### config.mk
export PLATFORM = sky130hd
export DESIGN_NAME = qau_ctrl
export DESIGN_NICKNAME = d
export VERILOG_FILES = /design/src/design/qau_pkg.sv /design/src/design/qau_ctrl.sv
export SDC_FILE = /design/constraint.sdc
export NUM_CORES = 1
export LEC_CHECK = 0
export ABC_AREA = 1
export BUFFER_PORTS_ARGS = -buffer_cell sky130_fd_sc_hd__buf_2
export CORE_ASPECT_RATIO = 2
export CORE_MARGIN = 3
export CORE_UTILIZATION = 55
export DETAILED_ROUTE_END_ITERATION = 10
export HOLD_SLACK_MARGIN = 0.08
export MAX_ROUTING_LAYER = met4
export PLACE_DENSITY_LB_ADDON = 0.08
export SETUP_SLACK_MARGIN = 0.4
export SLEW_MARGIN = 20
export SYNTH_ARGS = -nofsm -noshare
export SYNTH_HDL_FRONTEND = slang
export SYNTH_SLANG_ARGS = --single-unit
export TNS_END_PERCENT = 20
### constraint.sdc
create_clock -name clock -period 3.7 [get_ports clock]
set_clock_uncertainty 0.1 [all_clocks]
set_input_delay 0.74 -clock clock [delete_from_list [all_inputs] [get_ports clock]]
set_output_delay 0.74 -clock clock [all_outputs]
set_load 0.02 [all_outputs]
### src/design/qau_pkg.sv
// Shared types and constants of the quaternion attitude update core.
`timescale 1ns / 1ps
package qau_pkg;

   localparam int QW     = 32;   // quaternion part width, Q1.30
   localparam int DVD_W  = 61;   // divider dividend and quotient width
   localparam int DCNT_W = 6;    // divider iteration count width

   localparam logic signed [QW-1:0] Q_ONE = 32'sd1073741824;

   localparam logic [1:0] MODE_UPDATE = 2'd0;
   localparam logic [1:0] MODE_RELOAD = 2'd1;
   localparam logic [1:0] MODE_NORM   = 2'd2;

   localparam logic [3:0] SERIES_TERMS = 4'd9;

   typedef enum logic [1:0] {
      SA_ANGLE,
      SA_ATT,
      SA_U,
      SA_MAT
   } a_sel_type;

   typedef enum logic [1:0] {
      SB_ANGLE,
      SB_ATT,
      SB_SER,
      SB_F
   } b_sel_type;

   typedef enum logic [1:0] {
      ACC_HOLD,
      ACC_LOAD,
      ACC_ADD
   } acc_op_type;

   typedef enum logic [4:0] {
      ACT_NONE,
      ACT_RELOAD,
      ACT_U,
      ACT_SER_INIT,
      ACT_SER_DIV,
      ACT_SER_END,
      ACT_SER_SAVE,
      ACT_CLAMP,
      ACT_B,
      ACT_ROW_WR,
      ACT_COMMIT,
      ACT_SQRT_INIT,
      ACT_SQRT_STEP,
      ACT_NDIV,
      ACT_NEND,
      ACT_ZERO,
      ACT_OUT
   } act_type;

   typedef struct packed {
      logic       load_item;
      logic       mul_en;
      a_sel_type  a_sel;
      b_sel_type  b_sel;
      logic [1:0] a_idx;
      logic [1:0] b_idx;
      acc_op_type acc_op;
      act_type    act;
      logic [1:0] wr_idx;
      logic [3:0] k;
      logic       odd;
   } cmd_type;

   typedef struct packed {
      logic div_done;
      logic norm_zero;
   } status_type;

endpackage

### src/design/qau_ctrl.sv
// Controller: sequences the datapath through each command's steps.
`timescale 1ns / 1ps
module qau_ctrl import qau_pkg::*; (
   input  logic       clock,
   input  logic       reset,
   input  logic       req_valid,
   input  logic [1:0] req_mode,
   output logic       req_ready,
   input  logic       rsp_ready,
   output logic       rsp_valid,
   output cmd_type    cmd,
   input  status_type status
);

   typedef enum logic [19:0] {
      S_IDLE      = 20'h00001,
      S_RELOAD    = 20'h00002,
      S_SQ        = 20'h00004,
      S_U         = 20'h00008,
      S_SER_INIT  = 20'h00010,
      S_SER_MUL   = 20'h00020,
      S_SER_DIV   = 20'h00040,
      S_SER_WAIT  = 20'h00080,
      S_SER_SAVE  = 20'h00100,
      S_CLAMP     = 20'h00200,
      S_BVEC      = 20'h00400,
      S_ROW       = 20'h00800,
      S_ROW_WR    = 20'h01000,
      S_COMMIT    = 20'h02000,
      S_SQRT_INIT = 20'h04000,
      S_SQRT      = 20'h08000,
      S_NCHECK    = 20'h10000,
      S_NDIV      = 20'h20000,
      S_NWAIT     = 20'h40000,
      S_DONE      = 20'h80000
   } state_type;

   state_type  state_ff, state_in;
   logic [4:0] cnt_ff, cnt_in;
   logic [1:0] idx_ff, idx_in;
   logic [3:0] k_ff, k_in;
   logic       odd_ff, odd_in;
   logic [1:0] mode_ff, mode_in;
   logic       rsp_valid_ff, rsp_valid_in;
   logic [4:0] sq_last;
   logic       upd;

   always_comb begin
      state_in     = state_ff;
      cnt_in       = cnt_ff;
      idx_in       = idx_ff;
      k_in         = k_ff;
      odd_in       = odd_ff;
      mode_in      = mode_ff;
      rsp_valid_in = rsp_valid_ff && !rsp_ready;
      req_ready    = 1'b0;
      cmd          = '0;
      cmd.k        = k_ff;
      cmd.odd      = odd_ff;
      upd          = (mode_ff == MODE_UPDATE);
      sq_last      = upd ? 5'd3 : 5'd4;

      unique case (state_ff)
         S_IDLE: begin
            req_ready = 1'b1;
            if (req_valid) begin
               cmd.load_item = 1'b1;
               mode_in       = req_mode;
               cnt_in        = '0;
               case (req_mode)
                  MODE_UPDATE, MODE_NORM: state_in = S_SQ;
                  MODE_RELOAD:            state_in = S_RELOAD;
                  default:                state_in = S_DONE;
               endcase
            end
         end
         S_RELOAD: begin
            cmd.act  = ACT_RELOAD;
            state_in = S_DONE;
         end
         // sum of squares: multiply term n while accumulating term n-1
         S_SQ: begin
            if (cnt_ff != sq_last) begin
               cmd.mul_en = 1'b1;
               cmd.a_sel  = upd ? SA_ANGLE : SA_ATT;
               cmd.b_sel  = upd ? SB_ANGLE : SB_ATT;
               cmd.a_idx  = cnt_ff[1:0];
               cmd.b_idx  = cnt_ff[1:0];
            end
            if (cnt_ff != 5'd0) cmd.acc_op = (cnt_ff == 5'd1) ? ACC_LOAD : ACC_ADD;
            if (cnt_ff == sq_last) state_in = upd ? S_U : S_SQRT_INIT;
            else cnt_in = cnt_ff + 5'd1;
         end
         S_U: begin
            cmd.act  = ACT_U;
            odd_in   = 1'b0;
            state_in = S_SER_INIT;
         end
         S_SER_INIT: begin
            cmd.act  = ACT_SER_INIT;
            k_in     = SERIES_TERMS;
            state_in = S_SER_MUL;
         end
         S_SER_MUL: begin
            cmd.mul_en = 1'b1;
            cmd.a_sel  = SA_U;
            cmd.b_sel  = SB_SER;
            state_in   = S_SER_DIV;
         end
         S_SER_DIV: begin
            cmd.act  = ACT_SER_DIV;
            state_in = S_SER_WAIT;
         end
         S_SER_WAIT: begin
            if (status.div_done) begin
               cmd.act = ACT_SER_END;
               if (k_ff == 4'd1) begin
                  state_in = S_SER_SAVE;
               end else begin
                  k_in     = k_ff - 4'd1;
                  state_in = S_SER_MUL;
               end
            end
         end
         S_SER_SAVE: begin
            cmd.act = ACT_SER_SAVE;
            if (odd_ff) begin
               state_in = S_CLAMP;
            end else begin
               odd_in   = 1'b1;
               state_in = S_SER_INIT;
            end
         end
         S_CLAMP: begin
            cmd.act  = ACT_CLAMP;
            cnt_in   = '0;
            state_in = S_BVEC;
         end
         S_BVEC: begin
            if (cnt_ff != 5'd3) begin
               cmd.mul_en = 1'b1;
               cmd.a_sel  = SA_ANGLE;
               cmd.b_sel  = SB_F;
               cmd.a_idx  = cnt_ff[1:0];
            end
            if (cnt_ff != 5'd0) begin
               cmd.act    = ACT_B;
               cmd.wr_idx = cnt_ff[1:0] - 2'd1;
            end
            if (cnt_ff == 5'd3) begin
               idx_in   = '0;
               cnt_in   = '0;
               state_in = S_ROW;
            end else begin
               cnt_in = cnt_ff + 5'd1;
            end
         end
         S_ROW: begin
            if (cnt_ff != 5'd4) begin
               cmd.mul_en = 1'b1;
               cmd.a_sel  = SA_MAT;
               cmd.b_sel  = SB_ATT;
               cmd.a_idx  = idx_ff;
               cmd.b_idx  = cnt_ff[1:0];
            end
            if (cnt_ff != 5'd0) cmd.acc_op = (cnt_ff == 5'd1) ? ACC_LOAD : ACC_ADD;
            if (cnt_ff == 5'd4) state_in = S_ROW_WR;
            else cnt_in = cnt_ff + 5'd1;
         end
         S_ROW_WR: begin
            cmd.act    = ACT_ROW_WR;
            cmd.wr_idx = idx_ff;
            cnt_in     = '0;
            if (idx_ff == 2'd3) begin
               state_in = S_COMMIT;
            end else begin
               idx_in   = idx_ff + 2'd1;
               state_in = S_ROW;
            end
         end
         S_COMMIT: begin
            cmd.act  = ACT_COMMIT;
            state_in = S_DONE;
         end
         S_SQRT_INIT: begin
            cmd.act  = ACT_SQRT_INIT;
            cnt_in   = '0;
            state_in = S_SQRT;
         end
         S_SQRT: begin
            cmd.act = ACT_SQRT_STEP;
            cnt_in  = cnt_ff + 5'd1;
            if (cnt_ff == 5'd31) state_in = S_NCHECK;
         end
         S_NCHECK: begin
            idx_in = '0;
            if (status.norm_zero) begin
               cmd.act  = ACT_ZERO;
               state_in = S_DONE;
            end else begin
               state_in = S_NDIV;
            end
         end
         S_NDIV: begin
            cmd.act    = ACT_NDIV;
            cmd.wr_idx = idx_ff;
            state_in   = S_NWAIT;
         end
         S_NWAIT: begin
            cmd.wr_idx = idx_ff;
            if (status.div_done) begin
               cmd.act = ACT_NEND;
               if (idx_ff == 2'd3) begin
                  state_in = S_DONE;
               end else begin
                  idx_in   = idx_ff + 2'd1;
                  state_in = S_NDIV;
               end
            end
         end
         S_DONE: begin
            // wait for the output register to free up
            if (!rsp_valid_ff || rsp_ready) begin
               cmd.act      = ACT_OUT;
               rsp_valid_in = 1'b1;
               state_in     = S_IDLE;
            end
         end
         default: state_in = S_IDLE;
      endcase
   end

   always_ff @(posedge clock) begin
      if (reset) begin
         state_ff     <= S_IDLE;
         rsp_valid_ff <= 1'b0;
      end else begin
         state_ff     <= state_in;
         rsp_valid_ff <= rsp_valid_in;
      end
   end

   always_ff @(posedge clock) begin
      cnt_ff  <= cnt_in;
      idx_ff  <= idx_in;
      k_ff    <= k_in;
      odd_ff  <= odd_in;
      mode_ff <= mode_in;
   end

   assign rsp_valid = rsp_valid_ff;

endmodule

==> metrics.cfg <==
[layout]
synthToLayoutAreaGrowth_pct = 13.13
fillers = 396
drive_gt1_frac = 0.1744
n_antenna_cell = 0
nets = 403
postLayoutCellArea_mm2 = 0.002716
layout_commonest_cell = nand2_1
layout_common_cells = nand2_1, inv_1, nor2_1

[worst_setup_path]
worstPathRequired_ns = 2.86
cp_top_family = simple AND/OR/NAND/NOR gates
crit_chain = inv_1, ha_1, nand3_1, nand4_1, o21ai_0, or2_2, buf_2
rrSetupSlack_ns = 1.44
worstPathMaxFanout = 8
slowest_delay_ns = 0.52
path_class = register to primary output
r2r-end = state_ff[18]$_SDFFE_PP0P_
cp-end-kind = primary output
timing.rr.start = cnt_ff[0]$_DFFE_PP_
crit_buf_inv = 2
start_kind = register
worst_r2r_path_depth = 9
crit_path_top_delay_cell = edfxtp_1
worstPathArrival_ns = 2.18

[sta]
tightest_slew_ns = 0.6527
relSlewSlack = 0.5616
final-setup-viol-count = 0
grt_setup_unrepaired = false
max_freq_mhz = 331.6
finalMaxSlewViolations = 0
finalHoldViolCount = 0
period_share = 0.8150
layout_min_cycle_time_ns = 3.016
tns_ns = 0

[placed_design]
placed_area_mm2 = 0.002604
portBuffers = 33
place.gp.congestion = 1.003
hpwlAfterDp_um = 5040

[yosys]
synth-seq-cells = 35
avgSynthCellArea_um2 = 6.802
syn_inst = 353
yosys.area.top_type_share = 0.1751
synth_fp_nets = 367
yosysSeqAreaShare = 0.3502
synth_warnings = 0
synth_cell_types = 36
yosysTopAreaCell = dfxtp_1
synth_area_mm2 = 0.002401
synth_area_leaders = dfxtp_1, edfxtp_1, nand2_1

[global_route]
grt_first_pass_wirelength_um = 10400
overflow = 0
grt_max_degree = 13
grt_pass1_vias = 2378
antenna_found_initial = 0
track_usage = 0.2741

[clock_tree]
cts_resized = 0
clk_latency_ns = 0.29
cts_buffers = 5
root_buffer = clkbuf_8
cts_max_level = 2
cts_max_path_buffers = 2
cts_tree = done
post_cts_buffers = 0
ctsHoldBuffers = 0
cts.clk_slew.worst_paths_ns = 0.07
clock_sinks = 35

[min_path]
min_path_type = register to register
whs_path_depth = 2
hold_end = state_ff[10]$_SDFFE_PP0P_
hold_start = state_ff[10]$_SDFFE_PP0P_

[routing]
vias_per_cell = 5.439
vias = 2404
post_drt_wl_per_cell_um = 14.31
wirelength_um = 6323
detail-route-antenna-nets = 0
drc = 0
first_iter_violations = 88
drt_pre_antenna_iters = 4

[power]
peakVddDrop_mv = 0.5239
p_per_area_mw_per_mm2 = 758.4
p_leak_nw = 1.509

[floorplan]
die-width_um = 52.72
dieHeight_um = 99.44
core_mm2 = 0.004170
rows = 33
io_pins = 34
die_area_mm2 = 0.005242
start_util = 0.5758

[run_status]
status = finished, final reports clean

[run]
maxCapViolCount = 0

## layout make-up
| cell class | instances | area, um2 | share of cell area |
|---|---|---|---|
| tap | 52 | 65.06 | 0.02395 |
| timing repair buffer | 33 | 165.2 | 0.06080 |
| inverter | 68 | 257.7 | 0.09489 |
| clock inverter | 1 | 5.005 | 0.001842 |
| clock buffer | 7 | 107.6 | 0.03961 |
| multi-input combinational | 246 | 1275 | 0.4694 |
| sequential | 35 | 840.8 | 0.3095 |
## kinds of logic after synthesis
family          share of synthesized area
compound gates                    0.04899
xor+xnor                          0.01095
fa+ha+maj                         0.03127
buf+inv                            0.1188
flops                              0.3502
simple gates                       0.4398
## report_power, final
part | internal (W) | switching (W) | total (W) | leakage [nW]
Sequential | 0.000508 | 0.0000794 | 0.000587 | 0.304
Combinational | 0.000325 | 0.000813 | 0.00114 | 1.15
Clock | 0.000191 | 0.000144 | 0.000335 | 0.0594
## tightest hold or removal path: stages (launching register included)
cell and delay, ns:
dfxtp_1 0.33, a21oi_1 0.11, nor2_1 0.05
## flip-flops by register name (all words and copies together), names as in the netlist
name       cells
idx_ff         2
mode_ff        2
state_ff      20
cnt_ff         5
k_ff           4
odd_ff         1
rsp_valid      1
## cells in the mapped netlist, drive strengths merged
cell type / instances
nand2: 77
inv: 68
nor2: 65
nand3: 35
dfxtp: 21
nor3: 20
edfxtp: 14
a21oi: 10
nand4: 9
ha: 6
nor3b: 4
o21ai: 4
buf: 3
o22ai: 3
a31oi: 2
nand3b: 2
nor4: 2
or2: 2
xnor2: 2
a41oi: 1
clkbuf: 1
o211ai: 1
xor2: 1
## per-layer routing
layer	global-route usage	part of all wire	vias to the layer above
li1	-	-	1197
met4	0.1890	0.065	0
met5	-	0	-
met1	0.2553	0.34	1067
met3	0.04048	0.053	37
met2	0.4837	0.54	103
## stage by stage
stage / setup WS [ns] / total power (W) / utilization / std cells / hold slack [ns]
after floorplan: 1.056 / 0.001465 / - / 353 / 0.3745
after global placement: 1.053 / 0.001694 / 0.6244 / 434 / 0.4035
after detailed placement: 1.048 / 0.001712 / 0.6244 / 434 / 0.4127
after CTS: 0.6993 / 0.002051 / 0.6514 / 442 / 0.4304
after global routing: 0.5621 / 0.002212 / 0.6514 / 442 / 0.4799
final: 0.6845 / 0.002060 / 0.6514 / 442 / 0.4343
## how the worst max path moves through the flow
stage,slack [ns],cells past startpoint,from,to
2_1_floorplan,1.06,8,state_ff[6]$_SDFFE_PP0P_,cmd[18]
3_3_place_gp,1.05,7,cnt_ff[0]$_DFFE_PP_,cmd[18]
3_5_place_dp,1.05,7,cnt_ff[0]$_DFFE_PP_,cmd[18]
4_1_cts,0.70,7,cnt_ff[0]$_DFFE_PP_,cmd[18]
5_1_grt,0.56,7,cnt_ff[0]$_DFFE_PP_,cmd[18]
6_report,0.68,7,cnt_ff[0]$_DFFE_PP_,cmd[18]
(Power assumes the default switching activity.)
